$ cat config.mk
export PLATFORM = sky130hd
export DESIGN_NAME = integer_to_radix_digits_top_flat
export DESIGN_NICKNAME = d
export VERILOG_FILES = /design/src/design/rdx_pkg.sv /design/src/design/rdx_ifs.sv /design/src/design/integer_to_radix_digits_top.sv /design/src/design/rdx_ram.sv /design/src/design/rdx_datapath.sv /design/src/design/rdx_ctrl.sv /design/src/flat_wrapper.sv
export SDC_FILE = /design/constraint.sdc
export NUM_CORES = 1
export LEC_CHECK = 0
export BUFFER_PORTS_ARGS = -buffer_cell sky130_fd_sc_hd__buf_2
export CAP_MARGIN = 20
export CELL_PAD_IN_SITES_DETAIL_PLACEMENT = 0
export CELL_PAD_IN_SITES_GLOBAL_PLACEMENT = 1
export CORE_AREA = 2 2 167 153
export DETAILED_ROUTE_END_ITERATION = 8
export DIE_AREA = 0 0 169 155
export GPL_TIMING_DRIVEN = 1
export HOLD_SLACK_MARGIN = 0.15
export PLACE_DENSITY = 0.8
export SLEW_MARGIN = 10
export SYNTH_ARGS = -nofsm -noshare
export SYNTH_HDL_FRONTEND = slang
export SYNTH_SLANG_ARGS = --single-unit
export TNS_END_PERCENT = 100
$ cat constraint.sdc
create_clock -name clk -period 2.3 [get_ports clk]
set_input_delay 0.115 -clock clk [delete_from_list [all_inputs] [get_ports clk]]
set_output_delay 0.115 -clock clk [all_outputs]
set_load 0.005 [all_outputs]
$ cat src/design/rdx_pkg.sv
package rdx_pkg;

    localparam int VALUE_WIDTH_DEF = 31;
    localparam int MAX_DIGITS_DEF  = 31;
    localparam int RADIX_WIDTH     = 6;
    localparam int SYMBOL_WIDTH    = 7;

    localparam logic [RADIX_WIDTH-1:0] RADIX_MIN = 6'd2;
    localparam logic [RADIX_WIDTH-1:0] RADIX_MAX = 6'd37;

    localparam logic [SYMBOL_WIDTH-1:0] SYM_DIGIT0 = 7'h30;
    localparam logic [SYMBOL_WIDTH-1:0] SYM_ALPHA0 = 7'h41;
    localparam logic [SYMBOL_WIDTH-1:0] SYM_EXTRA  = 7'h24;
    localparam logic [SYMBOL_WIDTH-1:0] SYM_ERROR  = 7'h00;

    typedef enum logic [2:0] {
        ST_IDLE,
        ST_DIV,
        ST_STORE,
        ST_READ,
        ST_EMIT,
        ST_ERR
    } rdx_state_t;

    typedef struct packed {
        logic load;
        logic step;
        logic store;
        logic start_read;
        logic rd;
        logic emit;
        logic emit_err;
    } rdx_cmd_t;

    typedef struct packed {
        logic in_bad;
        logic step_last;
        logic quo_zero;
        logic ptr_zero;
        logic out_free;
    } rdx_sts_t;

    function automatic logic [SYMBOL_WIDTH-1:0] digit_symbol(input logic [RADIX_WIDTH-1:0] d);
        logic [SYMBOL_WIDTH-1:0] s;
        if (d < 6'd10)
        begin
            s = SYM_DIGIT0 + {1'b0, d};
        end
        else if (d < 6'd36)
        begin
            s = SYM_ALPHA0 + {1'b0, d - 6'd10};
        end
        else
        begin
            s = SYM_EXTRA;
        end
        return s;
    endfunction

endpackage

$ cat src/design/rdx_ifs.sv
interface rdx_num_if #(
    parameter int VALUE_WIDTH = rdx_pkg::VALUE_WIDTH_DEF
);
    logic                               valid;
    logic                               ready;
    logic [VALUE_WIDTH-1:0]             value;
    logic [rdx_pkg::RADIX_WIDTH-1:0]    radix;

    modport source (output valid, output value, output radix, input ready);
    modport sink   (input valid, input value, input radix, output ready);
endinterface

interface rdx_sym_if;
    logic                               valid;
    logic                               ready;
    logic [rdx_pkg::SYMBOL_WIDTH-1:0]   symbol;
    logic                               last;
    logic                               bad_radix;

    modport source (output valid, output symbol, output last, output bad_radix, input ready);
    modport sink   (input valid, input symbol, input last, input bad_radix, output ready);
endinterface

$ cat src/design/integer_to_radix_digits_top.sv
// Converts a non-negative VALUE_WIDTH-bit integer to its digits in a base from 2 to 37 and
// sends them most significant first, one ASCII symbol per transaction on sym, with last set on
// the final one (digits 0-9 as '0'-'9', 10-35 as 'A'-'Z', 36 as '$'; zero gives a single '0').
// A base outside 2..37 gives one transaction with bad_radix set and symbol 0. Only the low
// MAX_DIGITS digits are kept if a number has more. One conversion runs at a time: each digit
// takes a pass of the bit-serial restoring divider, then each symbol is read out through the
// registered-read digit buffer into the output register. A new transaction on num is taken
// once the last symbol of the previous one is in the output register.
module integer_to_radix_digits_top #(
    parameter int VALUE_WIDTH = rdx_pkg::VALUE_WIDTH_DEF,
    parameter int MAX_DIGITS  = rdx_pkg::MAX_DIGITS_DEF
) (
    input logic         clk,
    input logic         rst_n,
    rdx_num_if.sink     num,
    rdx_sym_if.source   sym
);
    import rdx_pkg::*;

    rdx_cmd_t cmd;
    rdx_sts_t sts;

    rdx_ctrl u_ctrl (
        .clk       (clk),
        .rst_n     (rst_n),
        .num_valid (num.valid),
        .num_ready (num.ready),
        .sts       (sts),
        .cmd       (cmd)
    );

    rdx_datapath #(
        .VALUE_WIDTH (VALUE_WIDTH),
        .MAX_DIGITS  (MAX_DIGITS)
    ) u_datapath (
        .clk           (clk),
        .rst_n         (rst_n),
        .cmd           (cmd),
        .sts           (sts),
        .num_value     (num.value),
        .num_radix     (num.radix),
        .sym_valid     (sym.valid),
        .sym_ready     (sym.ready),
        .sym_symbol    (sym.symbol),
        .sym_last      (sym.last),
        .sym_bad_radix (sym.bad_radix)
    );

endmodule

$ cat src/design/rdx_ram.sv
module rdx_ram #(
    parameter int WIDTH = 6,
    parameter int DEPTH = 32
) (
    input  logic                     clk,
    input  logic                     wr_en,
    input  logic [$clog2(DEPTH)-1:0] wr_addr,
    input  logic [WIDTH-1:0]         wr_data,
    input  logic                     rd_en,
    input  logic [$clog2(DEPTH)-1:0] rd_addr,
    output logic [WIDTH-1:0]         rd_data
);

    logic [WIDTH-1:0] mem [DEPTH];
    logic [WIDTH-1:0] rd_data_reg;

    always_ff @(posedge clk)
    begin
        if (wr_en)
        begin
            mem[wr_addr] <= wr_data;
        end
        if (rd_en)
        begin
            rd_data_reg <= mem[rd_addr];
        end
    end

    assign rd_data = rd_data_reg;

endmodule

$ cat src/design/rdx_datapath.sv
module rdx_datapath #(
    parameter int VALUE_WIDTH = rdx_pkg::VALUE_WIDTH_DEF,
    parameter int MAX_DIGITS  = rdx_pkg::MAX_DIGITS_DEF
) (
    input  logic                               clk,
    input  logic                               rst_n,
    input  rdx_pkg::rdx_cmd_t                  cmd,
    output rdx_pkg::rdx_sts_t                  sts,
    input  logic [VALUE_WIDTH-1:0]             num_value,
    input  logic [rdx_pkg::RADIX_WIDTH-1:0]    num_radix,
    output logic                               sym_valid,
    input  logic                               sym_ready,
    output logic [rdx_pkg::SYMBOL_WIDTH-1:0]   sym_symbol,
    output logic                               sym_last,
    output logic                               sym_bad_radix
);
    import rdx_pkg::*;

    localparam int BW = (VALUE_WIDTH > 1) ? $clog2(VALUE_WIDTH) : 1;
    localparam int CW = $clog2(MAX_DIGITS + 1);
    localparam int AW = $clog2(MAX_DIGITS);

    logic [VALUE_WIDTH-1:0]  quo_reg, quo_next;
    logic [RADIX_WIDTH-1:0]  rem_reg, rem_next;
    logic [RADIX_WIDTH-1:0]  rad_reg;
    logic [BW-1:0]           bit_cnt_reg, bit_cnt_next;
    logic [CW-1:0]           dig_cnt_reg, dig_cnt_next;
    logic [AW-1:0]           ptr_reg, ptr_next;

    logic                    out_valid_reg, out_valid_next;
    logic [SYMBOL_WIDTH-1:0] out_symbol_reg, out_symbol_next;
    logic                    out_last_reg, out_last_next;
    logic                    out_bad_reg, out_bad_next;

    logic [RADIX_WIDTH:0]    rem_sh;
    logic                    ge;
    logic [RADIX_WIDTH-1:0]  rem_sub;
    logic                    room;
    logic [RADIX_WIDTH-1:0]  rd_data;

    // one restoring division step: shift in the next dividend bit, try subtract
    assign rem_sh  = {rem_reg, quo_reg[VALUE_WIDTH-1]};
    assign ge      = rem_sh >= {1'b0, rad_reg};
    assign rem_sub = RADIX_WIDTH'(rem_sh - {1'b0, rad_reg});
    assign room    = dig_cnt_reg < CW'(MAX_DIGITS);

    // digit i (least significant first) lands at address i; higher digits past the buffer drop
    rdx_ram #(
        .WIDTH (RADIX_WIDTH),
        .DEPTH (MAX_DIGITS)
    ) u_digits (
        .clk     (clk),
        .wr_en   (cmd.store && room),
        .wr_addr (dig_cnt_reg[AW-1:0]),
        .wr_data (rem_reg),
        .rd_en   (cmd.rd),
        .rd_addr (ptr_reg),
        .rd_data (rd_data)
    );

    always_comb
    begin
        quo_next        = quo_reg;
        rem_next        = rem_reg;
        bit_cnt_next    = bit_cnt_reg;
        dig_cnt_next    = dig_cnt_reg;
        ptr_next        = ptr_reg;
        out_valid_next  = out_valid_reg;
        out_symbol_next = out_symbol_reg;
        out_last_next   = out_last_reg;
        out_bad_next    = out_bad_reg;

        if (out_valid_reg && sym_ready)
        begin
            out_valid_next = 1'b0;
        end

        if (cmd.load)
        begin
            quo_next     = num_value;
            rem_next     = '0;
            bit_cnt_next = '0;
            dig_cnt_next = '0;
        end

        if (cmd.step)
        begin
            quo_next     = {quo_reg[VALUE_WIDTH-2:0], ge};
            rem_next     = ge ? rem_sub : rem_sh[RADIX_WIDTH-1:0];
            bit_cnt_next = bit_cnt_reg + BW'(1);
        end

        if (cmd.store)
        begin
            rem_next     = '0;
            bit_cnt_next = '0;
            if (room)
            begin
                dig_cnt_next = dig_cnt_reg + CW'(1);
            end
        end

        if (cmd.start_read)
        begin
            ptr_next = room ? dig_cnt_reg[AW-1:0] : AW'(MAX_DIGITS - 1);
        end

        if (cmd.emit)
        begin
            out_valid_next  = 1'b1;
            out_symbol_next = digit_symbol(rd_data);
            out_last_next   = (ptr_reg == '0);
            out_bad_next    = 1'b0;
            ptr_next        = ptr_reg - AW'(1);
        end

        if (cmd.emit_err)
        begin
            out_valid_next  = 1'b1;
            out_symbol_next = SYM_ERROR;
            out_last_next   = 1'b1;
            out_bad_next    = 1'b1;
        end
    end

    always_ff @(posedge clk or negedge rst_n)
    begin
        if (!rst_n)
        begin
            bit_cnt_reg   <= '0;
            dig_cnt_reg   <= '0;
            ptr_reg       <= '0;
            out_valid_reg <= 1'b0;
        end
        else
        begin
            bit_cnt_reg   <= bit_cnt_next;
            dig_cnt_reg   <= dig_cnt_next;
            ptr_reg       <= ptr_next;
            out_valid_reg <= out_valid_next;
        end
    end

    always_ff @(posedge clk)
    begin
        quo_reg        <= quo_next;
        rem_reg        <= rem_next;
        out_symbol_reg <= out_symbol_next;
        out_last_reg   <= out_last_next;
        out_bad_reg    <= out_bad_next;
        if (cmd.load)
        begin
            rad_reg <= num_radix;
        end
    end

    always_comb
    begin
        sts.in_bad    = (num_radix < RADIX_MIN) || (num_radix > RADIX_MAX);
        sts.step_last = (bit_cnt_reg == BW'(VALUE_WIDTH - 1));
        sts.quo_zero  = (quo_reg == '0);
        sts.ptr_zero  = (ptr_reg == '0);
        sts.out_free  = !out_valid_reg || sym_ready;
    end

    assign sym_valid     = out_valid_reg;
    assign sym_symbol    = out_symbol_reg;
    assign sym_last      = out_last_reg;
    assign sym_bad_radix = out_bad_reg;

endmodule

$ cat src/design/rdx_ctrl.sv
module rdx_ctrl (
    input  logic              clk,
    input  logic              rst_n,
    input  logic              num_valid,
    output logic              num_ready,
    input  rdx_pkg::rdx_sts_t sts,
    output rdx_pkg::rdx_cmd_t cmd
);
    import rdx_pkg::*;

    rdx_state_t state_reg, state_next;

    always_ff @(posedge clk or negedge rst_n)
    begin
        if (!rst_n)
        begin
            state_reg <= ST_IDLE;
        end
        else
        begin
            state_reg <= state_next;
        end
    end

    always_comb
    begin
        state_next = state_reg;
        cmd        = '0;
        num_ready  = 1'b0;

        unique case (state_reg)
            ST_IDLE:
            begin
                num_ready = 1'b1;
                if (num_valid)
                begin
                    cmd.load   = 1'b1;
                    state_next = sts.in_bad ? ST_ERR : ST_DIV;
                end
            end
            ST_DIV:
            begin
                cmd.step = 1'b1;
                if (sts.step_last)
                begin
                    state_next = ST_STORE;
                end
            end
            ST_STORE:
            begin
                // remainder is the next digit; quotient feeds the next pass
                cmd.store = 1'b1;
                if (sts.quo_zero)
                begin
                    cmd.start_read = 1'b1;
                    state_next     = ST_READ;
                end
                else
                begin
                    state_next = ST_DIV;
                end
            end
            ST_READ:
            begin
                cmd.rd     = 1'b1;
                state_next = ST_EMIT;
            end
            ST_EMIT:
            begin
                if (sts.out_free)
                begin
                    cmd.emit   = 1'b1;
                    state_next = sts.ptr_zero ? ST_IDLE : ST_READ;
                end
            end
            ST_ERR:
            begin
                if (sts.out_free)
                begin
                    cmd.emit_err = 1'b1;
                    state_next   = ST_IDLE;
                end
            end
            default:
            begin
                state_next = ST_IDLE;
            end
        endcase
    end

endmodule

$ cat src/flat_wrapper.sv
// flat-port wrapper written by rule: the top's interface ports become plain ports
module integer_to_radix_digits_top_flat import rdx_pkg::*;
#(
    parameter int VALUE_WIDTH = rdx_pkg::VALUE_WIDTH_DEF,
    parameter int MAX_DIGITS  = rdx_pkg::MAX_DIGITS_DEF
)
  (clk, rst_n, num_valid, num_value, num_radix, num_ready, sym_valid, sym_symbol, sym_last, sym_bad_radix, sym_ready);
  rdx_num_if #(.VALUE_WIDTH(VALUE_WIDTH)) num_i ();
  rdx_sym_if sym_i ();
  input logic clk;
  input logic rst_n;
  input wire logic [$bits(num_i.valid)-1:0] num_valid;
  input wire logic [$bits(num_i.value)-1:0] num_value;
  input wire logic [$bits(num_i.radix)-1:0] num_radix;
  output wire logic [$bits(num_i.ready)-1:0] num_ready;
  output wire logic [$bits(sym_i.valid)-1:0] sym_valid;
  output wire logic [$bits(sym_i.symbol)-1:0] sym_symbol;
  output wire logic [$bits(sym_i.last)-1:0] sym_last;
  output wire logic [$bits(sym_i.bad_radix)-1:0] sym_bad_radix;
  input wire logic [$bits(sym_i.ready)-1:0] sym_ready;
  assign num_i.valid = num_valid;
  assign num_i.value = num_value;
  assign num_i.radix = num_radix;
  assign num_ready = num_i.ready;
  assign sym_valid = sym_i.valid;
  assign sym_symbol = sym_i.symbol;
  assign sym_last = sym_i.last;
  assign sym_bad_radix = sym_i.bad_radix;
  assign sym_i.ready = sym_ready;
  integer_to_radix_digits_top #(.VALUE_WIDTH(VALUE_WIDTH), .MAX_DIGITS(MAX_DIGITS)) u_core (.clk(clk), .rst_n(rst_n), .num(num_i), .sym(sym_i));
endmodule
# Yosys cells after proc, flatten, opt, wreduce, memory -nomap -nowiden
# Memory sizes are Yosys's and may differ from the RTL's. A register that Yosys moved wholly into a read port is not among the register bits.
# Index checks and enable logic that the tools add are counted.
[op_classes] n_addsub=7 n_lt_le_gt_ge=6 eq_ne=10 muxes=39 n_reduce_logical=13
[ops] cell="two-way mux 31 bit" n=2
[ops] cell="two-way mux 5 bit" n=9
[ops] cell="logical NOT 31 bit" n=1
[ops] cell="two-way mux 6 bit" n=3
[ops] cell="case mux 3 bit (6 select lines)" n=1
[ops] cell="two-way mux 3 bit" n=5
[ops] cell="two-way mux 1 bit" n=14
[ops] cell="two-way mux 7 bit" n=2
[ops] cell="adder 5 x 1 -> 5 bit (second input constant)" n=2
[ops] cell="adder 6 x 6 -> 7 bit (first input constant)" n=1
[ops] cell="adder 7 x 6 -> 7 bit (first input constant)" n=1
[ops] cell="greater-or-equal comparator 7 x 6 -> 1 bit" n=1
[ops] cell="== test 3 x 2 -> 1 bit (second input constant)" n=2
[ops] cell="== test 3 bit (second input constant)" n=2
[ops] cell="greater-than comparator 6 bit (second input constant)" n=1
[ops] cell="less-than comparator 6 x 2 -> 1 bit (second input constant)" n=1
[ops] cell="less-than comparator 6 x 4 -> 1 bit (second input constant)" n=1
[ops] cell="less-than comparator 6 bit (second input constant)" n=1
[ops] cell="two-way mux 2 bit" n=3
[ops] cell="inequality test 2 x 1 -> 1 bit (second input constant)" n=3
[ops] cell="nonzero test 3 bit" n=2
[ops] cell="subtractor 6 x 4 -> 6 bit (second input constant)" n=1
[ops] cell="subtractor 6 bit" n=1
[ops] cell="== test 5 bit (second input constant)" n=1
[ops] cell="other kinds (11)" n=14
[word_totals] register_bits=71 ram_bits=186 inputBits=41 out_inout_bits=11 word_cells=87 n_memories=1
[memory_table] memory="u_core.u_datapath.u_digits.mem" words=31 width=6 read_ports=1 rd_ports_with_merged_regs=1 write_ports=1 line_no="rdx_ram.sv:14" text="logic [WIDTH-1:0] mem [DEPTH];"

# Logic depth before layout (Yosys ltp)
# Gate-level depths: netlist of the first run.
[logic_depth] word_depth=6 ltp_mapped=9

# By module
# A second synthesis of the first run with hierarchy kept.
[hier_totals] hier_cells=731 area_unflattened_um2=11463.5
[by_module_without_submodules] module="rdx_ram" instances=1 cells_per_inst=387 area_each_um2=7602.3 seq_area_each_um2=5765.5
[by_module_without_submodules] module="rdx_datapath" instances=1 cells_per_inst=317 area_each_um2=3592.2 seq_area_each_um2=1811.7
[by_module_without_submodules] module="rdx_ctrl" instances=1 cells_per_inst=27 area_each_um2=269.0 seq_area_each_um2=75.1

# Worst setup path before layout of the first run
# No wires, ideal clock.
[synth_path] path_type="register -> register" start="reg u_core.u_datapath.rem_reg[1]" end="reg u_core.u_datapath.quo_reg[0] (data pin)" setup_time_ps=260 arrival_time_ps=2271 required_ps=2040 slack_ps=-231 stages_incl_launch_ff=7 cell_sequence="dfxtp_1 > ha_1 > and3b_1 > o21ai_1 > a31oi_1 > or2_2 > mux2_2"
[synth_between] elab_chain_len=2
[synth_rtl] element="start: declaration" line_no="rdx_datapath.sv:24" text="logic [RADIX_WIDTH-1:0] rem_reg, rem_next;"
[synth_rtl] element="start signal: assignment" line_no="rdx_datapath.sv:147" text="rem_reg <= rem_next;"
[synth_rtl] element="greater-or-equal comparator 7 x 6 -> 1 bit" line_no="rdx_datapath.sv:43" text="assign ge = rem_sh >= {1'b0, rad_reg};"
[synth_rtl] element="two-way mux 31 bit" line_no="rdx_datapath.sv:86" text="if (cmd.step)"
[synth_rtl] element="named net u_core.u_datapath.quo_next[0]" line_no="rdx_datapath.sv:23" text="logic [VALUE_WIDTH-1:0] quo_reg, quo_next;"
[synth_rtl] element="end signal: assignment" line_no="rdx_datapath.sv:146" text="quo_reg <= quo_next;"
[synth_rtl] element="end: declaration" line_no="rdx_datapath.sv:23"
# The timed path passes the listed nets, and every way through them passes these cells.
# A chain may end at the register's enable or synchronous reset.

# Final worst setup path of the first run
[layout_path] start="reg u_core.u_datapath.rad_reg[1]" end="reg u_core.u_datapath.rem_reg[1]"
[layout_between] elab_chain_len=3
[layout_rtl] element="start: declaration" line_no="rdx_datapath.sv:25" text="logic [RADIX_WIDTH-1:0] rad_reg;"
[layout_rtl] element="start signal: assignment" line_no="rdx_datapath.sv:153" text="rad_reg <= num_radix;"
[layout_rtl] element="subtractor 6 bit / greater-or-equal comparator 7 x 6 -> 1 bit (equally long branches)" line_no="rdx_datapath.sv:44, rdx_datapath.sv:43"
[layout_rtl] element="two-way mux 6 bit (*)" line_no="rdx_datapath.sv:89" text="rem_next = ge ? rem_sub : rem_sh[RADIX_WIDTH-1:0];"
[layout_rtl] element="two-way mux 6 bit (*)" line_no="rdx_datapath.sv:86"
# Mark *: on every way between the ends. The rest lies on a longest branch, timed or not.

==> metrics.md, run 1 <==
| Metric | Value |
|---|---|
| Status | `finished clean` |
| CP Max Fanout | `8` |
| R2r endpoint | `u_core.u_datapath.rem_reg[1]` |
| EDFF count, synth | `229` |
| Number of distinct library cells after synthesis | `60` |
| VDD IR max | `0.892 mV` |
| Hold Path Class | `input port to flip-flop` |
| Critical Path, Cell by Cell | `inv_1, ha_1, and3b_1, o21ai_1, a31oi_1, buf_4, or3_1, a32o_1` |
| DRC viols | `0` |
| # rows | `55` |
| Drt total wl | `~24 mm` |
| R2R Setup Slk | `0.17 ns` |
| Die width | `between 150 and 200 um` |
| Post-synthesis cell count | `792` |
| H-tree depth | `1` |
| Max FFs per register | `186` |
| Synth warnings | `0` |
| Seq cells post-synth | `roughly 260` |
| Crit-path leading delay family | `compound AO/OA/AOI/OAI gates` |
| Per-cell routed wire length | `~19 um` |
| Total grt overflow | `0` |
| Post-synth ARST share | `0.0722` |
| Register clock-pin slew on the reported worst setup and hold paths | `0.06 ns` |
| RSZ-0062 raised after global routing | `false` |
| Root Buffer | `clkbuf_16` |
| Worst slew margin | `0.387` |
| WP buf/inv | `2` |
| CP max stage cell | `edfxtp_1` |
| Die H | `about 160 um` |
| Worst Reg-to-Reg Cells | `8` |
| Final Non-Filler Cells | `around 1300` |
| Worst Min Path Start | `num_radix[0]` |
| First-pass GRT wire length | `38.3 mm` |
| F_max | `471 MHz` |
| Initial Utilization | `0.459` |
| Post-synthesis net count | `approximately 850` |
| Data arrival time of the critical path | `2.54 ns` |
| Post-CTS setup buffers | `0` |
| Crit path largest cell delay | `0.42 ns` |
| Io pins | `52` |
| WS Path Type | `flip-flop to flip-flop` |
| GP Congestion | `0.815` |
| Syn Area/Cell | `approximately 14 um2` |
| Number of port buffers | `51` |
| CTS Buf Count | `27` |
| Crit path required time | `about 2.7 ns` |
| Share of cells above drive strength 1 | `0.225` |
| CTS Buffer Depth | `3` |
| Finished Cell Area | `roughly 14000 um2` |
| Worst Hold Endpoint | `u_core.u_datapath.rad_reg[0]` |
| Detailed Route Iter0 Violations | `675` |
| Pwr/cell area | `1220 nW/um2` |
| Dpl cell area | `around 12000 um2` |
| Dominant synthesized flop cell | `edfxtp_1` |
| Largest net degree at the start of global routing | `35` |
| Pre-antenna DRT Iters | `5` |
| Critical Path Stages | `8` |
| Period utilization | `0.924` |
| Max-slew violations | `0` |
| # nets final | `1003` |
| Number of placed instances, taps included | `between 1000 and 1500` |
| Startpoint types | `flip-flop` |
| Final worst path period need | `~2.1 ns` |
| CP Capture Type | `flip-flop` |
| Die area | `approximately 26000 um2` |
| Worst Skew | `0.0181 ns` |
| Gr usage total | `0.189` |
| Routed vias/inst | `5.43` |
| # setup viols final | `0` |
| Layout Area Growth over Synthesis | `20.7%` |
| Max Cap Viol | `0` |
| Core area | `24600 um2` |
| Ant diodes | `0` |
| Vias in the first global route | `6790` |
| Reg2reg start | `u_core.u_datapath.rad_reg[1]` |
| Antenna violations before repair | `0` |
| CTS tree | `yes` |
| Fin util | `0.554` |
| Final ANT Viol Nets | `0` |
| LEAKAGE | `a little over 5 nW` |
| Slew @ Worst Pin | `between 0.9 and 1 ns` |
| Vias | `~7000` |
| Fin. Hold Viols | `0` |
| Clock Sinks | `263` |
| Hold-critical path depth | `2` |
| Dpl hpwl | `16.1 mm` |
| Post-synthesis sequential area ratio | `0.676` |
| Clk_lat worst skew | `approximately 0.54 ns` |
| Post-Syn Area | `11300 um2` |
==> kinds of logic (layout without fill, tap and decap cells) <==
logic type                 Yosys count  count (layout)  share of synthesized area
and+or+nand+nor                    267             267                      0.103
DFF                                263             263                      0.676
AOI/OAI and AO/OA                  104             104                     0.0606
muxes                               69              69                      0.107
buffers and inverters               58             228                     0.0213
adders and majority gates           21              21                     0.0239
xor gates and xnor gates            10              10                    0.00774
==> worst max-delay path by stage <==
stage / start / to
floorplan: u_core.u_datapath.rem_reg[1] / u_core.u_datapath.quo_reg[0]
global placement: u_core.u_datapath.rad_reg[1] / u_core.u_datapath.quo_reg[0]
detailed placement: u_core.u_datapath.rad_reg[2] / u_core.u_datapath.rem_reg[1]
CTS: u_core.u_datapath.rad_reg[1] / u_core.u_datapath.rem_reg[1]
global route: u_core.u_ctrl.state_reg[0] / u_core.u_datapath.u_digits.mem[26][4]
finish: u_core.u_datapath.rad_reg[1] / u_core.u_datapath.rem_reg[1]
==> timing repair <==
item,CTS,global route
hold endpoints to repair,70,0
setup endpoints to repair,0,0
hold buffers,41,0
gates resized for setup,0,0
==> cells in the mapped netlist, types with 4 or more instances <==
cell / n / share of area
buf_4: 4 / 0.0027
inv_1: 22 / 0.0073
mux2i_1: 25 / 0.022
o211ai_1: 5 / 0.0033
or2_2: 4 / 0.0022
dfrtp_1: 19 / 0.042
clkbuf_1: 20 / 0.0066
nand4_1: 4 / 0.0022
o21ai_0: 28 / 0.012
buf_2: 7 / 0.0031
or3_1: 5 / 0.0028
o22ai_1: 6 / 0.0033
xnor2_1: 5 / 0.0039
mux4_2: 41 / 0.082
nand3_1: 6 / 0.0027
nor4_1: 9 / 0.0050
dfxtp_1: 15 / 0.027
nor2_1: 52 / 0.017
nand2b_1: 11 / 0.0061
ha_1: 20 / 0.022
xor2_1: 5 / 0.0039
nand2_1: 153 / 0.051
nor3_1: 8 / 0.0035
a21oi_1: 18 / 0.0080
a21o_1: 4 / 0.0027
edfxtp_1: 229 / 0.61
==> area by class of cell <==
class,count,area (um2)
tap,313,392
fill,1937,11000
timing repair buffer,154,1180
sequential,263,7660
multi-input combinational,471,3420
clock buffer,28,689
clock inverter,22,223
inverter,24,90.1
==> cell usage in the layout, fill, tap and decap left out, types with 7 or more instances in the layout <==
master | netlist | routed
nor2_1 | 52 | 51
nor4_1 | 9 | 9
nand2_1 | 153 | 152
dlygate4sd3_1 | 0 | 41
dfrtp_1 | 19 | 17
ha_1 | 20 | 20
mux4_2 | 41 | 41
nor3_1 | 8 | 8
clkbuf_16 | 0 | 27
edfxtp_1 | 229 | 229
inv_1 | 22 | 22
buf_2 | 7 | 51
mux2i_1 | 25 | 25
dfxtp_1 | 15 | 13
a21oi_1 | 18 | 18
buf_4 | 4 | 58
nand2b_1 | 11 | 11
clkinvlp_4 | 0 | 7
o21ai_0 | 28 | 28
==> power breakdown <==
group          leakage [nW]  internal [mW]  switching (mW)
Combinational          2.18           2.27            3.09
Sequential             2.48           6.38           0.531
Clock                 0.425           2.55            1.87
Total                  5.08           11.2            5.49
==> through the flow <==
step	TNS [ns]	hold slack (ns)	setup slack, ns	total power, mW
2_1_floorplan	-0.00298	-0.181	-0.00298	10.4
3_3_place_gp	0	0.102	0.234	12.2
3_5_place_dp	0	0.0979	0.190	12.3
4_1_cts	0	0.275	0.178	16.8
5_1_grt	0	0.301	0.0536	17.6
6_report	0	0.299	0.175	16.7
==> layer usage <==
metal / vias to the layer above / global-route usage / wire (um)
met1: 3448 / 0.268 / 11000
met4: 0 / 0.0358 / 345
met2: 173 / 0.319 / 11900
met5: - / 0 / 0
li1: 3277 / - / -
met3: 26 / 0.0247 / 1160
Power figures use the tool's default switching activity.
==> run 2, diff against run 1 <==
ABC_AREA = 1   (was default)
CORE_AREA = 2 2 176 161   (was 2 2 167 153)
DIE_AREA = 0 0 178 163   (was 0 0 169 155)
==> run 2 against run 1 <==
Via count is 24% higher. Maximum frequency rose by 3.1%. Worst setup slack improved by 0.064 ns. Final cell count is 31% higher. Die area grew 11%. Non-clock buffer count fell by 12. Register-to-register slack gained 0.06 ns. Highest routed layer unchanged.
==> metrics.md, run 2 <==
| Metric | Value |
|---|---|
| Status | `finished clean` |
| CP max stage cell | `dlygate4sd3_1` |
| Crit path largest cell delay | `0.54 ns (+0.12 ns)` |
| Io pins | `52 (unchanged)` |
| Ant diodes | `0 (unchanged)` |
| Period utilization | `0.896 (-0.0280)` |
| Commonest cells after routing, fill and taps aside | `349 x nand2_1, 229 x edfxtp_1, 150 x nand3_1, 97 x nor2_1, 87 x inv_1` |
| Top cell type's share of synthesized area | `0.583 (-0.0245)` |
| Final worst path period need | `2.06 ns (-0.0645 ns)` |
| Most frequent CP cell | `nand2_1` |
| Seq cells post-synth | `263 (unchanged)` |
| Post-CTS setup buffers | `0 (unchanged)` |
| Post-synthesis net count | `1222 (+43%)` |
| CP Capture Type | `flip-flop` |
| Number of port buffers | `51 (unchanged)` |
| CTS-repair resized insts | `0 (unchanged)` |
| Die width | `178 um (+5.3%)` |
| Crit-path leading delay family | `buffers and inverters` |
| WP buf/inv | `3 (+1)` |
| Startpoint types | `flip-flop` |
| Syn Area/Cell | `10.2 um2 (-29%)` |
| Root Buffer | `clkbuf_16` |
| Fin. Hold Viols | `0 (unchanged)` |
| Max Cap Viol | `0 (unchanged)` |
| Total grt overflow | `0 (unchanged)` |
| Max FFs per register | `186 (unchanged)` |
| Hold Path Class | `input port to flip-flop` |
| Pre-antenna DRT Iters | `5 (unchanged)` |
| Internal power of the cells | `10.5 mW (-5.9%)` |
| First-pass GRT wire length | `44.4 mm (+16%)` |
| Dpl hpwl | `18.1 mm (+13%)` |
| Comb power frac | `0.328 (+0.007)` |
| CP Max Fanout | `52 (+44)` |
| Ranking of synthesized cells by area | `edfxtp_1 58%, nand2_1 11%, nand3_1 6.4%` |
| Data arrival time of the critical path | `2.54 ns (about the same)` |
| Setup_tns | `0 ns (unchanged)` |
| Post-synthesis sequential area ratio | `0.649 (-0.0273)` |
| Vias | `8584 (+24%)` |
| Post-synthesis simple-gate area fraction | `0.224 (+0.121)` |
| Post-synth ARST share | `0.0722 (unchanged)` |
| Most common cell in the netlist | `nand2_1` |
| Number of distinct library cells after synthesis | `42 (-30%)` |
| DRC viols | `0 (unchanged)` |
| Post-Synth XOR/XNOR Area | `0.00520 (-0.00254)` |
| Slew @ Worst Pin | `0.932 ns (+0.0150 ns)` |
| Worst Skew | `0.0169 ns (-0.00118 ns)` |
| Die area | `29000 um2 (+11%)` |
| Post-synthesis cell count | `1160 (+46%)` |
| Drt total wl | `28.7 mm (+17%)` |
| Gr usage total | `0.199 (+0.0104)` |
| Post-Syn Area | `11800 um2 (+4.2%)` |
| RSZ-0062 raised after global routing | `false` |
| Clock Sinks | `263 (unchanged)` |
| Max-slew violations | `0 (unchanged)` |
| Clk pwr share | `0.260 (-0.004)` |
| H-tree depth | `1 (unchanged)` |
| Core area | `27400 um2 (+11%)` |
| Mux cell area share after synthesis | `0 (-0.107)` |
| Critical Path, Cell by Cell | `inv_1, nand3_2, buf_4, a21oi_1, nor2_1, nand2_1, nand2_1, dlygate4sd3_1` |
| CTS Buffer Depth | `3 (unchanged)` |
| Worst slew margin | `0.377 (-0.0100)` |
| Synth warnings | `0 (unchanged)` |
| Post-synthesis compound-gate area fraction | `0.0487 (-0.0119)` |
| EDFF count, synth | `229 (unchanged)` |
| Routed vias/inst | `5.16 (-5.0%)` |
| Layout Area Growth over Synthesis | `18.5%` |
| CTS tree | `yes` |
| Post-synth top cells | `349 x nand2_1, 229 x edfxtp_1, 150 x nand3_1` |
| Largest net degree at the start of global routing | `65 (+86%)` |
| Switch Pwr | `5.99 mW (+9.1%)` |
| # setup viols final | `0 (unchanged)` |
| # nets final | `1347 (+34%)` |
| Die H | `163 um (+5.2%)` |
| Clk_lat worst skew | `0.55 ns (about the same)` |
| Share of cells above drive strength 1 | `0.120 (-0.104)` |
| Fin util | `0.511 (-0.0437)` |
| VDD IR max | `0.647 mV (-27%)` |
| F_max | `485 MHz (+3.1%)` |
| Crit path required time | `2.78 ns (+0.06 ns)` |
| WS Path Type | `flip-flop to flip-flop` |
| Per-cell routed wire length | `17.3 um (-10%)` |
| Vias in the first global route | `8067 (+19%)` |
| Commonest non-fill, non-tap cell in the layout | `nand2_1` |
| Final ANT Viol Nets | `0 (unchanged)` |
| Adder-cell share of the synthesized area | `0.0229 (-0.000964)` |
| CTS Buf Count | `27 (unchanged)` |
| GP Congestion | `0.798 (-2.1%)` |
| # rows | `58 (+5.5%)` |
| Main combinational cell family by area after synthesis | `simple AND/OR/NAND/NOR gates` |
| Antenna violations before repair | `0 (unchanged)` |
| Seq pwr share | `0.411 (-0.003)` |
| Detailed Route Iter0 Violations | `701 (+3.9%)` |
| Pwr/cell area | `1180 nW/um2 (-3.2%)` |
| Register clock-pin slew on the reported worst setup and hold paths | `0.06 ns (about the same)` |
| Yosys top cell by area | `edfxtp_1` |
| Dominant synthesized flop cell | `edfxtp_1` |
| Initial Utilization | `0.431 (-0.0283)` |
| Sw Ratio | `0.362 (+0.0333)` |
| LEAKAGE | `5.70 nW (+12%)` |
## run 2: changes by cell type after synthesis, sizes merged, moves of 5 or more
cell	change
nor2	+48
nand4	+5
a21oi	+11
nor4	-8
nand3	+147
buf	+19
inv	+71
or3	-5
nand2b	-11
nand2	+197
mux4	-41
o21ai	+20
clkbuf	-7
mux2i	-25
## run 2: cells by family (layout without fill, tap and decap cells)
family	Yosys count	count (layout)
simple gates	625	625
flops	263	263
buf+inv	141	285
compound gates	103	103
fa+ha+maj	21	21
xor+xnor	7	7
## run 2: final timing paths
path                                                 start                                to  slack, ns  cells after the start
min reg2reg                u_core.u_datapath.sym_symbol[6]   u_core.u_datapath.sym_symbol[6]       0.45                      2
max in group asynchronous                            rst_n      u_core.u_datapath.ptr_reg[0]       0.89                      3
min in group asynchronous                            rst_n  u_core.u_datapath.bit_cnt_reg[0]       0.77                      3
max reg2reg                     u_core.u_ctrl.state_reg[1]        u_core.u_ctrl.state_reg[2]       0.24                      8
max                             u_core.u_ctrl.state_reg[1]        u_core.u_ctrl.state_reg[2]       0.24                      8
min                                           num_radix[0]      u_core.u_datapath.rad_reg[0]       0.28                      2
## run 2: what timing repair did
item,4_1_cts,5_1_grt
endpoints found under the hold margin,62,0
hold buffers,42,0
endpoints found under the setup margin,0,0
## run 2: layer usage
metal  track usage  vias up  part of all wire  wire (um)
met5             0        -                 0          0
met2         0.315      261              0.46      13300
met3        0.0259       53             0.056       1620
met1         0.289     4077              0.45      13100
li1              -     4193                 -          -
met4        0.0577        0             0.025        732
## run 2: power groups by stage
stage               clock, mW  sequential, mW  combinational [mW]
finish                   4.30            6.80                5.43
detailed placement          0            6.89                5.34
floorplan                   0            6.92                3.45
global placement            0            6.87                5.31
CTS                      4.38            6.80                5.43
global route             4.53            6.87                6.10
## run 2: cell type report
class | count | area (um2)
fillers | 2420 | 13400
flip-flops and latches | 263 | 7650
multi-input cells | 756 | 3540
repair buffers | 142 | 1090
clock buffers | 30 | 687
well taps | 360 | 450
inverters | 95 | 357
clock inverters | 18 | 183
## run 2: stage by stage
| step | cell area [um2] | setup slack [ns] | power [mW] | std cells | hold slack, ns |
|---|---|---|---|---|---|
| floorplan | 11800 | 0.300 | 10.4 | 1160 | -0.181 |
| global placement | 12700 | 0.349 | 12.2 | 1574 | 0.0940 |
| detailed placement | 12700 | 0.317 | 12.2 | 1574 | 0.0924 |
| CTS | 14000 | 0.240 | 16.6 | 1664 | 0.257 |
| global route | 14000 | 0.0474 | 17.5 | 1664 | 0.275 |
| finish | 14000 | 0.239 | 16.5 | 1664 | 0.276 |
==> run 3, diff against run 2 <==
REMOVE_ABC_BUFFERS = 1   (was default)
==> run 3 against run 2 <==
Global-route usage decreased by 0.16 points. Register-to-register slack lost 0.05 ns. Worst setup slack got worse by 0.054 ns. Wire length decreased by 2.3%. Final cell count shrank 0.30%. First-iteration DRC count rose by 21%. Total power rose by 1.5%. Critical path depth fell by 1. Critical path type unchanged. Critical endpoint is now u_core.u_datapath.u_digits.mem[20][3].
==> metrics.md, run 3 (synthesized netlist as in run 2, its figures left out) <==
| Metric | Value |
|---|---|
| # nets final | `1341 (-0.45%)` |
| Root Buffer | `clkbuf_16` |
| Data arrival time of the critical path | `2.30 ns (-0.24 ns)` |
| Io pins | `52 (unchanged)` |
| Hold Path Class | `input port to flip-flop` |
| Worst Hold Endpoint | `u_core.u_datapath.rad_reg[4]` |
| Final worst path period need | `2.12 ns (+0.0544 ns)` |
| Die area | `29000 um2 (unchanged)` |
| Pwr/cell area | `1200 nW/um2 (+1.6%)` |
| Max Cap Viol | `0 (unchanged)` |
| Final Non-Filler Cells | `1659 (-0.30%)` |
| F_max | `473 MHz (-2.6%)` |
| Die width | `178 um (unchanged)` |
| R2R Setup Slk | `0.18 ns (-0.05 ns)` |
| VDD IR max | `0.874 mV (+35%)` |
| GP Congestion | `0.855 (+7.2%)` |
| Share of cells above drive strength 1 | `0.115 (-0.00493)` |
| Fin. Hold Viols | `0 (unchanged)` |
| Initial Utilization | `0.431 (unchanged)` |
| FILL cells | `2431 (+0.45%)` |
| R2r endpoint | `u_core.u_datapath.u_digits.mem[20][3]` |
| Period utilization | `0.920 (+0.0237)` |
| Layout Area Growth over Synthesis | `18.4% (about the same)` |
| RSZ-0062 raised after global routing | `false` |
| Multi-input logic area | `3540 um2 (unchanged)` |
| Max FFs per register | `186 (unchanged)` |
| WS Path Type | `flip-flop to flip-flop` |
| Drt total wl | `28.1 mm (-2.3%)` |
| Total grt overflow | `0 (unchanged)` |
| CTS Buf Count | `27 (unchanged)` |
| Largest net degree at the start of global routing | `94 (+45%)` |
| Hold-critical path depth | `2 (unchanged)` |
| Die H | `163 um (unchanged)` |
| Fin util | `0.510 (about the same)` |
| Commonest cells after routing, fill and taps aside | `349 x nand2_1, 229 x edfxtp_1, 150 x nand3_1, 97 x nor2_1, 87 x inv_1` |
| CP Capture Type | `flip-flop` |
| Crit path required time | `2.48 ns (-0.30 ns)` |
| Ant diodes | `0 (unchanged)` |
| Detailed Route Iter0 Violations | `851 (+21%)` |
| # rows | `58 (unchanged)` |
| CTS tree | `yes` |
| # setup viols final | `0 (unchanged)` |
| CP max stage cell | `nor2_1` |
| CTS Buffer Depth | `3 (unchanged)` |
| Dpl cell area | `12600 um2 (-0.45%)` |
| Gr usage total | `0.198 (-0.00157)` |
| Worst Min Path Start | `num_radix[4]` |
| Worst Skew | `0.0109 ns (-0.00602 ns)` |
| Pre-antenna DRT Iters | `7 (+2)` |
| Crit path largest cell delay | `0.52 ns (-0.02 ns)` |
| Critical Path, Cell by Cell | `inv_2, nand3_2, inv_2, o21ai_2, inv_2, nand2_1, nor2_1` |
| Core area | `27400 um2 (unchanged)` |
| Worst slew margin | `0.376 (-0.00107)` |
| Commonest non-fill, non-tap cell in the layout | `nand2_1` |
| CP Max Fanout | `8 (-85%)` |
| Max-slew violations | `0 (unchanged)` |
| Register clock-pin slew on the reported worst setup and hold paths | `0.06 ns (about the same)` |
| Slew @ Worst Pin | `0.933 ns (+0.00160 ns)` |
| Finished Cell Area | `14000 um2 (about the same)` |
| DRC viols | `0 (unchanged)` |
| Clk_lat worst skew | `0.55 ns (about the same)` |
| Most frequent CP cell | `inv_2` |
| Startpoint types | `flip-flop` |
| Routed vias/inst | `5.17 (+0.27%)` |
| Final ANT Viol Nets | `0 (unchanged)` |
| Antenna violations before repair | `0 (unchanged)` |
| Vias | `8581 (-0.035%)` |
| Vias in the first global route | `8392 (+4.0%)` |
| Register area | `7650 um2 (unchanged)` |
| H-tree depth | `1 (unchanged)` |
| Reg2reg start | `u_core.u_ctrl.state_reg[2]` |
| First-pass GRT wire length | `44.6 mm (+0.45%)` |
| Status | `finished clean` |
| LEAKAGE | `5.68 nW (-0.39%)` |
| Clock Sinks | `263 (unchanged)` |
| Dpl hpwl | `17.9 mm (-1.1%)` |
| Number of placed instances, taps included | `1568 (-0.38%)` |
| Number of port buffers | `51 (unchanged)` |
| Worst Reg-to-Reg Cells | `7 (-1)` |
| Per-cell routed wire length | `16.9 um (-2.0%)` |
| Worst setup path start | `u_core.u_ctrl.state_reg[2]` |
## run 3: worst max-delay path: cells and delay by family (launching register included)
family	cells	cell delay, ns
buffers and inverters	3	0.29
DFF	1	0.40
and+or+nand+nor	3	0.97
AOI/OAI and AO/OA	1	0.08
## run 3: how the worst max path moves through the flow
stage                                                       end  slack, ns  depth (start not counted)
after floorplan                    u_core.u_datapath.ptr_reg[4]      -1.29                          8
final                     u_core.u_datapath.u_digits.mem[20][3]       0.18                          7
after global placement    u_core.u_datapath.u_digits.mem[20][1]       0.30                          7
after global routing      u_core.u_datapath.u_digits.mem[18][2]       0.02                          7
after detailed placement  u_core.u_datapath.u_digits.mem[20][1]       0.20                          7
after CTS                 u_core.u_datapath.u_digits.mem[20][0]       0.18                          7
## run 3: area by class of cell
cell class | instances | area share
Clock buffer | 31 | 0.0495
Clock inverter | 18 | 0.0163
Timing Repair Buffer | 136 | 0.0742
Multi-Input combinational cell | 756 | 0.254
Tap cell | 360 | 0.0323
Inverter | 95 | 0.0255
Sequential cell | 263 | 0.548
## run 3: report_power, final
part | switching, mW | total (mW) | internal (mW)
clock network | 1.80 | 4.53 | 2.72
logic | 3.80 | 5.47 | 1.68
registers | 0.402 | 6.78 | 6.38
total | 6.01 | 16.8 | 10.8
## run 3: per-stage QoR
stage / setup slack (ns) / hold WS [ns] / TNS (ns) / power (mW)
after floorplan: -1.29 / -0.181 / -23.25 / 10.2
after global placement: 0.299 / 0.0924 / 0 / 12.2
after detailed placement: 0.203 / 0.0987 / 0 / 12.3
after CTS: 0.182 / 0.250 / 0 / 16.9
after global routing: 0.0163 / 0.274 / 0 / 17.8
final: 0.185 / 0.289 / 0 / 16.8
## run 3: timing repair
item                      in CTS  in global routing
gates resized for setup        0                  0
hold endpoints to repair      63                  0
hold buffers                  42                  0
setup buffers                  0                  0
## run 3: routing by layer
metal / vias up / share of wire / GRT usage / routed length (um)
li1: 4177 / - / - / -
met1: 4095 / 0.45 / 0.282 / 12700
met2: 261 / 0.47 / 0.321 / 13300
met3: 48 / 0.054 / 0.0271 / 1530
met4: 0 / 0.021 / 0.0492 / 598
met5: - / 0 / 0 / 0
